## src/hw/rtl/thresholded_window_mean_filter_core_defines.svh

```systemverilog
// ----------------------------------------------------------------------------
// Assertion macros for the thresholded window mean filter core
// Concurrent checks that simulation keeps and synthesis drops.
// ----------------------------------------------------------------------------
`ifndef THRESHOLDED_WINDOW_MEAN_FILTER_CORE_DEFINES_SVH
`define THRESHOLDED_WINDOW_MEAN_FILTER_CORE_DEFINES_SVH

`ifndef SYNTHESIS
// Same-cycle implication, sampled on clock and off during reset.
`define TWMF_ASSERT_IMP(lbl, pre, post) \
   lbl: assert property (@(posedge clock) disable iff (reset) (pre) |-> (post)) \
      else $error("twmf assertion failed");
// Next-cycle implication, sampled on clock and off during reset.
`define TWMF_ASSERT_NXT(lbl, pre, post) \
   lbl: assert property (@(posedge clock) disable iff (reset) (pre) |=> (post)) \
      else $error("twmf assertion failed");
`else
`define TWMF_ASSERT_IMP(lbl, pre, post)
`define TWMF_ASSERT_NXT(lbl, pre, post)
`endif

`endif

```

## src/hw/rtl/twmf_pkg.sv

```systemverilog
// ----------------------------------------------------------------------------
// twmf_pkg
// Sizes, register indexes and codes shared by the window mean filter files.
// ----------------------------------------------------------------------------
package twmf_pkg;

   // Map and window limits.
   localparam int MAX_SIDE   = 256;
   localparam int MAX_RADIUS = 7;

   // Field widths of the items and registers.
   localparam int COORD_W = 8;
   localparam int SIDE_W  = 9;
   localparam int RAD_W   = 3;
   localparam int HGT_W   = 24;
   localparam int PIX_W   = 32;
   localparam int CHAN_W  = 8;

   // Storage and arithmetic widths.
   localparam int ADDR_W    = $clog2(MAX_SIDE * MAX_SIDE);
   localparam int WIN_MAX   = (2 * MAX_RADIUS + 1) * (2 * MAX_RADIUS + 1);
   localparam int CNT_W     = $clog2(WIN_MAX + 1);
   localparam int SUM_W     = HGT_W + CNT_W;
   localparam int CSUM_W    = CHAN_W + CNT_W;
   localparam int DIV_W     = SUM_W;
   localparam int DIV_CNT_W = $clog2(DIV_W);

   // Stream and register port widths.
   localparam int REQ_DATA_W = 48;
   localparam int CSR_IDX_W  = 3;
   localparam int CSR_DATA_W = 24;

   // Register indexes.
   localparam logic [CSR_IDX_W-1:0] CSR_COLOR_MODE = 3'd0;
   localparam logic [CSR_IDX_W-1:0] CSR_RADIUS     = 3'd1;
   localparam logic [CSR_IDX_W-1:0] CSR_SIM_LIMIT  = 3'd2;
   localparam logic [CSR_IDX_W-1:0] CSR_VOID_HGT   = 3'd3;
   localparam logic [CSR_IDX_W-1:0] CSR_MAP_COLS   = 3'd4;
   localparam logic [CSR_IDX_W-1:0] CSR_MAP_ROWS   = 3'd5;

   // Register reset values.
   localparam logic [RAD_W-1:0]  RST_RADIUS    = 3'd1;
   localparam logic [HGT_W-1:0]  RST_SIM_LIMIT = 24'd1000;
   localparam logic [HGT_W-1:0]  RST_VOID_HGT  = 24'd0;
   localparam logic [SIDE_W-1:0] RST_MAP_SIDE  = 9'd256;

   // Request kinds carried in tuser.
   localparam logic REQ_WRITE = 1'b0;
   localparam logic REQ_QUERY = 1'b1;

endpackage

```

## src/hw/rtl/twmf_div.sv

```systemverilog
// ----------------------------------------------------------------------------
// twmf_div
// Restoring divider, one quotient bit per cycle, unsigned operands.
// ----------------------------------------------------------------------------
module twmf_div
   import twmf_pkg::*;
(
   input  logic             clock,
   input  logic             reset,
   input  logic             start,
   input  logic [DIV_W-1:0] dividend,
   input  logic [CNT_W-1:0] divisor,
   output logic             done,
   output logic [DIV_W-1:0] quotient
);

   logic                 busy_ff, busy_in;
   logic                 done_ff, done_in;
   logic [DIV_CNT_W-1:0] cnt_ff, cnt_in;
   logic [CNT_W-1:0]     rem_ff, rem_in;
   logic [DIV_W-1:0]     quo_ff, quo_in;
   logic [CNT_W-1:0]     div_ff, div_in;
   logic [CNT_W:0]       trial;
   logic                 fits;

   // One shift-subtract step per busy cycle.
   always_comb begin
      busy_in = busy_ff;
      done_in = 1'b0;
      cnt_in  = cnt_ff;
      rem_in  = rem_ff;
      quo_in  = quo_ff;
      div_in  = div_ff;
      trial   = {rem_ff, quo_ff[DIV_W-1]};
      fits    = trial >= {1'b0, div_ff};
      if (start) begin
         busy_in = 1'b1;
         cnt_in  = DIV_CNT_W'(DIV_W - 1);
         rem_in  = '0;
         quo_in  = dividend;
         div_in  = divisor;
      end else if (busy_ff) begin
         rem_in = fits ? CNT_W'(trial - {1'b0, div_ff}) : trial[CNT_W-1:0];
         quo_in = {quo_ff[DIV_W-2:0], fits};
         cnt_in = cnt_ff - DIV_CNT_W'(1);
         if (cnt_ff == '0) begin
            busy_in = 1'b0;
            done_in = 1'b1;
         end
      end
   end

   always_ff @(posedge clock) begin
      if (reset) begin
         busy_ff <= 1'b0;
         done_ff <= 1'b0;
      end else begin
         busy_ff <= busy_in;
         done_ff <= done_in;
      end
      cnt_ff <= cnt_in;
      rem_ff <= rem_in;
      quo_ff <= quo_in;
      div_ff <= div_in;
   end

   assign done     = done_ff;
   assign quotient = quo_ff;

endmodule
```

## config.mk

```make
export PLATFORM = sky130hd
export DESIGN_NAME = twmf_div
export DESIGN_NICKNAME = d
export VERILOG_FILES = /design/src/hw/rtl/thresholded_window_mean_filter_core_defines.svh /design/src/hw/rtl/twmf_pkg.sv /design/src/hw/rtl/twmf_div.sv
export SDC_FILE = /design/constraint.sdc
export NUM_CORES = 1
export LEC_CHECK = 0
export BUFFER_PORTS_ARGS = -buffer_cell sky130_fd_sc_hd__buf_2
export CAP_MARGIN = 30
export CORE_ASPECT_RATIO = 1.25
export CORE_MARGIN = 10
export CORE_UTILIZATION = 50
export DETAILED_ROUTE_END_ITERATION = 10
export PLACE_DENSITY_LB_ADDON = 0.15
export SYNTH_ARGS = -nofsm -noshare
export SYNTH_HDL_FRONTEND = slang
export SYNTH_SLANG_ARGS = --single-unit
```

## constraint.sdc

```tcl
create_clock -name clock -period 2.36 [get_ports clock]
set_input_delay 0.236 -clock clock [delete_from_list [all_inputs] [get_ports clock]]
set_output_delay 0.236 -clock clock [all_outputs]
set_load 0.02 [all_outputs]
```

# Word-level counts from Yosys, hierarchy flattened
# Cells that the tools add are included.
dict set report word_totals {
  regBits 55
  in_bits 43
}
dict set report op_classes {
  mux 7
  reduce_logical 3
  bitwise_logic 1
  n_addsub 2
  magnitude_cmp 1
}
# op count
set op_table {}
lappend op_table {{two-way mux 32 bit} 2}
lappend op_table {{>= comparator 9 x 8 -> 1 bit} 1}
lappend op_table {{two-way mux 8 bit} 1}
lappend op_table {{subtractor 8 bit} 1}
lappend op_table {{logical NOT 5 bit} 1}
lappend op_table {{subtractor 5 x 1 -> 5 bit (second input constant)} 1}
lappend op_table {{two-way mux 1 bit} 4}
lappend op_table {{OR reduction 3 bit} 1}
lappend op_table {{nonzero test 2 bit} 1}
lappend op_table {{inverter 1 bit} 1}

# Longest topological paths before layout
# Gate-level depths: netlist of the first run.
dict set report depth {
  ltp_word 4
  ltp_mapped 8
  ltp_nobuf 8
}

# Least setup slack after synthesis of the first run
# Ideal clock, no wire load.
dict set report synth_path {
  kind {register to register}
  startpoint {register quo_ff[31], in the netlist quotient[31]}
  endpoint {register rem_ff[6]}
  required_ns 2.276
  period_less_slack_ns 1.989
  path_buffers 0
  setup_ns 0.084
  path_slack_ns 0.371
  path_stages_with_launch 9
  arrival_time_ns 1.905
  path_cell_list {edfxtp_1 -> inv_1 -> ha_1 -> fa_1 -> nand2b_1 -> a21oi_1 -> or4b_1 -> and4_1 -> o31ai_2}
}
dict set report synth_via {
  elab_chain_cells 2
}
# item line
set synth_lines {}
lappend synth_lines {{start, declared} twmf_div.sv:21} ;# logic [DIV_W-1:0] quo_ff, quo_in;
lappend synth_lines {{start signal, assigned} twmf_div.sv:63} ;# quo_ff <= quo_in;
lappend synth_lines {{subtractor 8 bit / >= comparator 9 x 8 -> 1 bit (equally long branches)} {twmf_div.sv:43, twmf_div.sv:35}}
lappend synth_lines {{two-way mux 8 bit *} twmf_div.sv:43} ;# rem_in = fits ? CNT_W'(trial - {1'b0, div_ff}) : trial[CNT_W-1:0];
lappend synth_lines {{end signal, assigned} twmf_div.sv:62} ;# rem_ff <= rem_in;
lappend synth_lines {{end, declared} twmf_div.sv:20} ;# logic [CNT_W-1:0] rem_ff, rem_in;
# Mark *: on every way between the ends. The rest lies on a longest branch, timed or not.
# A chain may end at the register's enable or synchronous reset.

# Worst setup path in the final report of the first run
# Same ends and word-level chain as after synthesis.

==> flow_summary_export.csv, run 1 <==
group,metric,value,unit
final_layout,n_fill_cell,414,
worst_setup_path,cp-end-kind,"flop",
timing,hold_violations,0,
yosys,ys_warn_count,0,
hold_path,worstHoldStart,"reset",
worst_setup_path,startpoint_type,"flop",
clocking,path_clk_slew,0.10,ns
global_route,grt_use_total,13.0,%
floorplanning,std_cell_rows,29,
clocking,cts_tree,"yes",
worst_setup_path,r2r_cells,8,
placed_design,gp_congestion,0.802,
global_route,grt_pass1_vias,1942,
placed_design,port_buffers,75,
clocking,htree_levels,2,
worst_setup_path,rr_endpoint,"rem_ff[6]$_SDFFE_PP0P_",
yosys,synth_cells,205,
timing,worst_pin_slew,0.559,ns
placed_design,dp_hpwl,4290,µm
worst_setup_path,required,2.59,ns
timing,final-setup-viol-count,0,
hold_path,holdCritPathClass,"primary input to flop",
timing,finalMaxSlewViolations,0,
yosys,ys_seq_area_share,56.7,%
drt,via_per_inst,5.23,
yosys,netlist_area,2650,µm²
global_route,grt_max_degree,29,
timing,timing.fmax,510,MHz
yosys,ys_ff_latch,55,
clocking,holdBufCountCts,0,
hold_path,holdPathEnd,"busy_ff$_SDFF_PP0_",
yosys,async_reset_ff_share,0,%
clocking,numCtsBuffers,5,
timing,max-slew-margin-rel,62.8,%
yosys,synth_edf_count,40,
floorplanning,initial_core_util,51.7,%
yosys,yosysMostFrequentCell,"edfxtp_1",
worst_setup_path,reg2reg_from,"quotient[31]$_DFFE_PP_",
pwr,powerDensity,677,nW/µm²
run,drv_cap,0,
pwr,power.leakage,0.00136,µW
hold_path,holdPathStages,2,
yosys,yosys_most_used_dff,"edfxtp_1",
drt,drt_iter0_markers,61,
worst_setup_path,critical_path_arrival,2.18,ns
final_layout,drive_above_1_share,44.8,%
drt,routedWlPerCell,15.9,µm
worst_setup_path,critPathKind,"flop to flop",
drt,drcViolationCount,0,
pwr,irDropWorstVdd,476,µV
drt,antenna_left,0,
clocking,cts_sinks,55,
floorplanning,dieWidth,85.1,µm
drt,dr.pass1.iters,4,
yosys,synth_top_area_share,45.4,%
timing,tns,0,ns
timing,fin_crit,1.96,ns
yosys,synthDistinctLibCells,43,
final_layout,syn_to_final_growth,21.8,%
yosys,synth.area.top_cells,"edfxtp_1, mux2_2, dfxtp_1",
floorplanning,dieHeight,101,µm
timing,fin_worst_skew,0.0135,ns
worst_setup_path,rrSetupSlack,0.40,ns
yosys,avgSynthCellArea,12.9,µm²
clocking,post_cts_resized,0,
global_route,grt_pass1_wl,9200,µm
drt,vias,1819,
clocking,postCtsSetupBuffers,0,
global_route,gr-total-overflow,0,
final_layout,insertedDiodeCount,0,
worst_setup_path,cp_max_fo,3,
yosys,synthTopCellsByCount,"edfxtp_1, mux2_2, dfxtp_1, inv_1, nand2_1",
floorplanning,die_area,8620,µm²
yosys,yosysTopAreaCell,"edfxtp_1",
timing,rsz0062_at_grt,"no",
final_layout,layout.nets,338,
placed_design,placed_area,3110,µm²
outcome,run_status,"finished, final reports clean",
clocking,root_buffer,"clkbuf_8",
final_layout,fin_area,3220,µm²
floorplanning,num_io_pins,76,
clocking,clk_path_buf_depth,2,
global_route,antenna_found_initial,0,
yosys,syn_nets,258,
drt,drt-total-wl,5550,µm
clocking,clkLatencyLatePin,0.31,ns
timing,finalCritPeriodShare,83.0,%
floorplanning,core,5120,µm²
[cell families after synthesis]
kind of cell / share of synthesized area (%)
buffers and inverters: 3.17
flip-flops: 56.7
AND/OR/NAND/NOR: 9.31
adder cells (fa/ha/maj): 5.01
XOR/XNOR: 2.32
multiplexers: 15.7
AO/OA/AOI/OAI: 7.75
[per-layer routing]
layer  routed length [µm]  part of all wire, %  track usage, %  vias to the layer above
li1                     -                    -               -                      901
met1                 2170                   39            14.4                      868
met2                 2870                   52            22.3                       42
met3                  432                  7.8            5.30                        8
met4                   78                  1.4            4.19                        0
met5                    0                    0               0                        -
[state kept, by name, summed over array words and instances, names as in the netlist]
name,cells
quotient,32
div_ff,8
done,1
busy_ff,1
cnt_ff,5
rem_ff,8
[metrics by stage]
step           util, %  power, µW  std cells  worst slack, ns  hold slack (ns)
4_1_cts           63.0       2210        348            0.382           0.0809
2_1_floorplan        -       1450        205            0.371            0.308
6_report          63.0       2180        348            0.400           0.0893
3_3_place_gp      60.9       1580        340            0.453            0.414
5_1_grt           63.0       2280        348            0.233           0.0883
3_5_place_dp      60.9       1590        340            0.418            0.415
[final cells by class]
cell class	count	area (µm²)	area share [%]
Timing Repair Buffer	80	425	13.2
Tap cell	62	77.6	2.41
Clock inverter	2	37.5	1.16
Inverter	13	48.8	1.51
Multi-Input combinational cell	130	1060	32.9
Clock buffer	6	72.6	2.25
Sequential cell	55	1500	46.6
[placed cells by master (no fill, tap or decap), types with 3 or more instances in the layout]
| cell type | count |
|---|---|
| buf_2 | 75 |
| edfxtp_1 | 40 |
| mux2_2 | 32 |
| dfxtp_1 | 15 |
| inv_1 | 13 |
| nand2_1 | 13 |
| nor2_1 | 11 |
| ha_1 | 9 |
| nand2b_1 | 8 |
| a21oi_1 | 6 |
| xnor2_1 | 5 |
| o21ai_1 | 5 |
| clkbuf_8 | 5 |
| nor2b_1 | 4 |
| mux2i_1 | 4 |
| buf_4 | 4 |
| o21ai_0 | 3 |
| nor3_1 | 3 |
[where the power goes]
group / internal, µW / switching [µW] / total, µW / leakage (µW)
clock: 317 / 302 / 619 / 0.0000514
combinational: 174 / 218 / 392 / 0.000789
sequential: 1130 / 40.2 / 1170 / 0.000523
total: 1620 / 560 / 2180 / 0.00136
[worst max-delay path, stage by stage, from the launching register on]
cell and delay (ns):
edfxtp_1 0.39, inv_1 0.08, ha_1 0.18, fa_1 0.21, nand2b_1 0.14, a21oi_1 0.08, or4b_1 0.45, and4_1 0.19
o31ai_2 0.16
[worst max path at each step]
stage                      startpoint                endpoint  slack [ns]  depth (start not counted)
2_1_floorplan  quotient[31]$_DFFE_PP_  rem_ff[6]$_SDFFE_PP0P_        0.37                          8
3_3_place_gp   quotient[31]$_DFFE_PP_  rem_ff[6]$_SDFFE_PP0P_        0.45                          8
3_5_place_dp   quotient[31]$_DFFE_PP_  rem_ff[6]$_SDFFE_PP0P_        0.42                          8
4_1_cts        quotient[31]$_DFFE_PP_  rem_ff[6]$_SDFFE_PP0P_        0.38                          8
5_1_grt        quotient[31]$_DFFE_PP_  rem_ff[6]$_SDFFE_PP0P_        0.23                          8
6_report       quotient[31]$_DFFE_PP_  rem_ff[6]$_SDFFE_PP0P_        0.40                          8
(Power assumes the default switching activity.)
==> run 2, diff against run 1 <==
==> constraint.sdc (replaced) <==
create_clock -name clock -period 2 [get_ports clock]
set_input_delay 0.2 -clock clock [delete_from_list [all_inputs] [get_ports clock]]
set_output_delay 0.2 -clock clock [all_outputs]
set_load 0.02 [all_outputs]
==> flow_summary_export.csv, run 2 (synthesized netlist as in run 1, its figures left out) <==
group,metric,value,unit
worst_setup_path,critPathKind,"flop to flop",
final_layout,fin_util,63.5,%
global_route,grt_use_total,12.7,%
placed_design,gp_congestion,0.794,
drt,routedWlPerCell,15.7,µm
pwr,powerDensity,758,nW/µm²
worst_setup_path,critical_path_arrival,2.13,ns
final_layout,n_fill_cell,424,
placed_design,dp_hpwl,4220,µm
drt,antenna_left,0,
global_route,gr-total-overflow,0,
timing,hold_violations,0,
final_layout,mostFrequentLayoutCell,"buf_2",
clocking,path_clk_slew,0.09,ns
clocking,clkLatencyLatePin,0.31,ns
drt,dr.pass1.iters,4,
clocking,htree_levels,2,
run,drv_cap,0,
floorplanning,dieWidth,85.1,µm
worst_setup_path,max_stage_delay,0.43,ns
final_layout,regArea,1500,µm²
floorplanning,dieHeight,101,µm
worst_setup_path,path_buf_inv,0,
worst_setup_path,crit_slowest_cell,"ha_1",
final_layout,multiInputGateArea,1090,µm²
timing,fin_worst_skew,0.00715,ns
clocking,numCtsBuffers,5,
outcome,run_status,"finished, final reports clean",
final_layout,finalNonFillerCells,351,
pwr,irDropWorstVdd,439,µV
worst_setup_path,path_cells,"ha_1 -> nand2_1 -> o21ai_0 -> a21o_4 -> mux2_4 -> a211oi_2",
worst_setup_path,cpLargestDelayFamily,"compound AO/OA/AOI/OAI gates",
final_layout,syn_to_final_growth,22.8,%
placed_design,placed_area,3120,µm²
timing,fin_crit,1.90,ns
final_layout,fin_area,3250,µm²
timing,finalMaxSlewViolations,0,
global_route,antenna_found_initial,0,
placed_design,dpl.cell_count,341,
final_layout,layout_common_cells,"buf_2, edfxtp_1, mux2_2",
clocking,cts_sinks,55,
placed_design,port_buffers,75,
floorplanning,initial_core_util,51.7,%
drt,vias,1807,
worst_setup_path,cp-end-kind,"flop",
timing,finalCritPeriodShare,95.2,%
drt,via_per_inst,5.15,
global_route,grt_pass1_vias,1915,
pwr,power.leakage,0.00138,µW
drt,drt-total-wl,5520,µm
worst_setup_path,required,2.23,ns
clocking,root_buffer,"clkbuf_8",
drt,drcViolationCount,0,
clocking,clk_path_buf_depth,2,
floorplanning,die_area,8620,µm²
floorplanning,std_cell_rows,29,
timing,worst_pin_slew,0.571,ns
timing,max-slew-margin-rel,61.8,%
floorplanning,core,5120,µm²
clocking,cts_tree,"yes",
worst_setup_path,startpoint_type,"flop",
final_layout,layout.nets,341,
timing,hold_ws,0.0510,ns
final_layout,drive_above_1_share,47.1,%
hold_path,holdCritPathClass,"primary input to flop",
floorplanning,num_io_pins,76,
clocking,holdBufCountCts,0,
final_layout,insertedDiodeCount,0,
timing,final-setup-viol-count,0,
global_route,grt_max_degree,33,
final_layout,largest_reg_flops,32,
timing,timing.fmax,525,MHz
worst_setup_path,cp_max_fo,6,
drt,drt_iter0_markers,102,
global_route,grt_pass1_wl,8940,µm
==> run 2: stage by stage <==
stage	TNS [ns]	power [µW]	setup slack, ns
after floorplan	0	1710	0.0105
after global placement	0	1870	0.0971
after detailed placement	0	1880	0.0524
after CTS	0	2480	0.0394
after global routing	-0.0237	2580	-0.0237
final	0	2460	0.0951
==> run 2: layer usage <==
layer | routed length, µm | vias to the layer above | track usage, %
met5 | 0 | - | 0
met4 | 85 | 0 | 4.57
met2 | 2800 | 42 | 22.1
met1 | 2180 | 850 | 13.2
li1 | - | 906 | -
met3 | 458 | 9 | 5.94
==> run 2: path summary, 6_finish.rpt <==
path	to	cells after the start	startpoint	slack, ns
min reg2reg	rem_ff[2]$_SDFFE_PP0P_	2	rem_ff[2]$_SDFFE_PP0P_	0.48
min	busy_ff$_SDFF_PP0_	2	reset	0.05
max reg2reg	rem_ff[0]$_SDFFE_PP0P_	6	rem_ff[1]$_SDFFE_PP0P_	0.1
max	rem_ff[0]$_SDFFE_PP0P_	6	rem_ff[1]$_SDFFE_PP0P_	0.1
==> run 2: power by group <==
group | leakage (µW) | total [µW] | internal [µW] | switching, µW
Sequential | 0.000523 | 1380 | 1330 | 45.5
Combinational | 0.000811 | 482 | 217 | 265
Clock | 0.0000412 | 600 | 246 | 355
==> run 2: cell type report <==
class                      count  share of cell area (%)
clock buffer                   6                    2.23
clock inverter                 2                   0.385
inverter                      13                    1.50
multi-input combinational    130                    33.5
sequential                    55                    46.2
tap                           62                    2.39
timing repair buffer          83                    13.8
==> run 2: what timing repair did <==
item | in CTS | in global routing
endpoints found under the setup margin | 0 | 2
gates resized for setup | 0 | 6
setup buffers | 0 | 2
==> run 3, diff against run 2 <==
--- a/config.mk
+++ b/config.mk
@@ -11,7 +11,8 @@
 export CORE_MARGIN = 10
 export CORE_UTILIZATION = 50
 export DETAILED_ROUTE_END_ITERATION = 10
-export PLACE_DENSITY_LB_ADDON = 0.15
+export GPL_TIMING_DRIVEN = 0
+export PLACE_DENSITY_LB_ADDON = 0.05
 export SYNTH_ARGS = -nofsm -noshare
 export SYNTH_HDL_FRONTEND = slang
 export SYNTH_SLANG_ARGS = --single-unit
==> flow_summary_export.csv, run 3 (synthesized netlist as in run 1, its figures left out) <==
group,metric,value,unit
pwr,irDropWorstVdd,519,µV
worst_setup_path,path_buf_inv,1,
worst_setup_path,path_cells,"inv_2 -> ha_4 -> fa_2 -> nand2b_4 -> a21oi_2 -> or4b_1 -> and4_1 -> o31ai_2",
drt,drt-total-wl,5670,µm
floorplanning,dieHeight,101,µm
final_layout,syn_to_final_growth,23.7,%
run,drv_cap,0,
final_layout,drive_above_1_share,46.4,%
timing,finalMaxSlewViolations,0,
worst_setup_path,rrSetupSlack,0.09,ns
timing,final-setup-viol-count,0,
timing,fin_worst_skew,0.00153,ns
drt,vias,1816,
final_layout,fin_util,64.0,%
worst_setup_path,max_stage_delay,0.45,ns
final_layout,regArea,1500,µm²
timing,worst_pin_slew,0.560,ns
placed_design,port_buffers,75,
floorplanning,die_area,8620,µm²
worst_setup_path,cp-end-kind,"flop",
clocking,root_buffer,"clkbuf_8",
timing,rsz0062_at_grt,"no",
drt,drt_iter0_markers,52,
worst_setup_path,cp_max_fo,3,
floorplanning,num_io_pins,76,
final_layout,multiInputGateArea,1090,µm²
clocking,holdBufCountCts,0,
global_route,grt_pass1_vias,2004,
floorplanning,dieWidth,85.1,µm
worst_setup_path,crit_slowest_cell,"or4b_1",
final_layout,layout.nets,342,
timing,hold_violations,0,
final_layout,insertedDiodeCount,0,
drt,via_per_inst,5.17,
final_layout,mostFrequentLayoutCell,"buf_2",
global_route,gr-total-overflow,0,
worst_setup_path,critPathKind,"flop to flop",
timing,hold_ws,0.0540,ns
timing,finalCritPeriodShare,95.5,%
pwr,power.leakage,0.00137,µW
clocking,numCtsBuffers,5,
drt,dr.pass1.iters,4,
hold_path,holdCritPathClass,"primary input to flop",
floorplanning,std_cell_rows,29,
clocking,clk_path_buf_depth,2,
pwr,powerDensity,792,nW/µm²
final_layout,n_fill_cell,428,
floorplanning,initial_core_util,51.7,%
drt,routedWlPerCell,16.2,µm
global_route,grt_max_degree,24,
final_layout,largest_reg_flops,32,
drt,drcViolationCount,0,
clocking,cts_tree,"yes",
worst_setup_path,cpLargestDelayFamily,"simple AND/OR/NAND/NOR gates",
floorplanning,core,5120,µm²
global_route,antenna_found_initial,0,
clocking,path_clk_slew,0.09,ns
worst_setup_path,startpoint_type,"flop",
global_route,grt_pass1_wl,9440,µm
timing,fin_crit,1.91,ns
timing,timing.fmax,524,MHz
clocking,clkLatencyLatePin,0.30,ns
worst_setup_path,critical_path_arrival,2.14,ns
clocking,cts_sinks,55,
clocking,htree_levels,2,
final_layout,layout_common_cells,"buf_2, edfxtp_1, mux2_2",
timing,max-slew-margin-rel,62.7,%
worst_setup_path,required,2.23,ns
drt,antenna_left,0,
placed_design,gp_congestion,0.750,
placed_design,dp_hpwl,4400,µm
global_route,grt_use_total,13.4,%
outcome,run_status,"finished, final reports clean",
run 3: layout make-up:
class	instances	area share, %
Multi-Input combinational cell	130	33.4
Tap cell	62	2.37
Clock buffer	5	2.10
Sequential cell	55	45.9
Clock inverter	2	1.15
Timing Repair Buffer	77	12.5
Inverter	13	1.49
Buffer	7	1.07
run 3: path summary, 6_finish.rpt:
kind                            cells past startpoint              startpoint                      to
worst max-delay path                                8  quotient[31]$_DFFE_PP_  rem_ff[6]$_SDFFE_PP0P_
worst min-delay path                                2                   reset      busy_ff$_SDFF_PP0_
worst max register to register                      8  quotient[31]$_DFFE_PP_  rem_ff[6]$_SDFFE_PP0P_
worst min register to register                      2  rem_ff[4]$_SDFFE_PP0P_  rem_ff[4]$_SDFFE_PP0P_
run 3: timing repair:
| action | CTS | global route |
|---|---|---|
| pin swaps | 2 | 2 |
| endpoints found under the setup margin | 1 | 8 |
| setup buffers | 0 | 1 |
| resized for setup | 5 | 4 |
run 3: through the flow:
step                instance area (µm²)  setup TNS, ns  power (µW)  setup slack, ns  cells
CTS                                3260              0        2610           0.0129    350
global route                       3270              0        2700          0.00527    351
finish                             3270              0        2590           0.0902    351
floorplan                          2650              0        1710           0.0105    205
detailed placement                 3130        -0.0216        1880          -0.0216    343
global placement                   3100          -8.54        1860           -0.267    342
run 3: worst register-to-register path: cells and delay by family (launching register included):
| kind | cells | cell delay, ns |
|---|---|---|
| AOI/OAI and AO/OA | 2 | 0.22 |
| and+or+nand+nor | 3 | 0.75 |
| buffers and inverters | 1 | 0.10 |
| DFF | 1 | 0.43 |
| adders and majority gates | 2 | 0.34 |
run 3: power breakdown:
part,switching [µW],internal (µW)
clock,354,366
sequential,47.5,1330
combinational,270,220
run 3: per-layer routing:
layer  vias up  GRT usage [%]  part of all wire, %  wire, µm
met5         -              0                    0         0
met4         0           3.81                    0         0
li1        908              -                    -         -
met1       862           13.5                   39      2190
met3         0           5.70                  7.6       430
met2        46           24.5                   54      3050
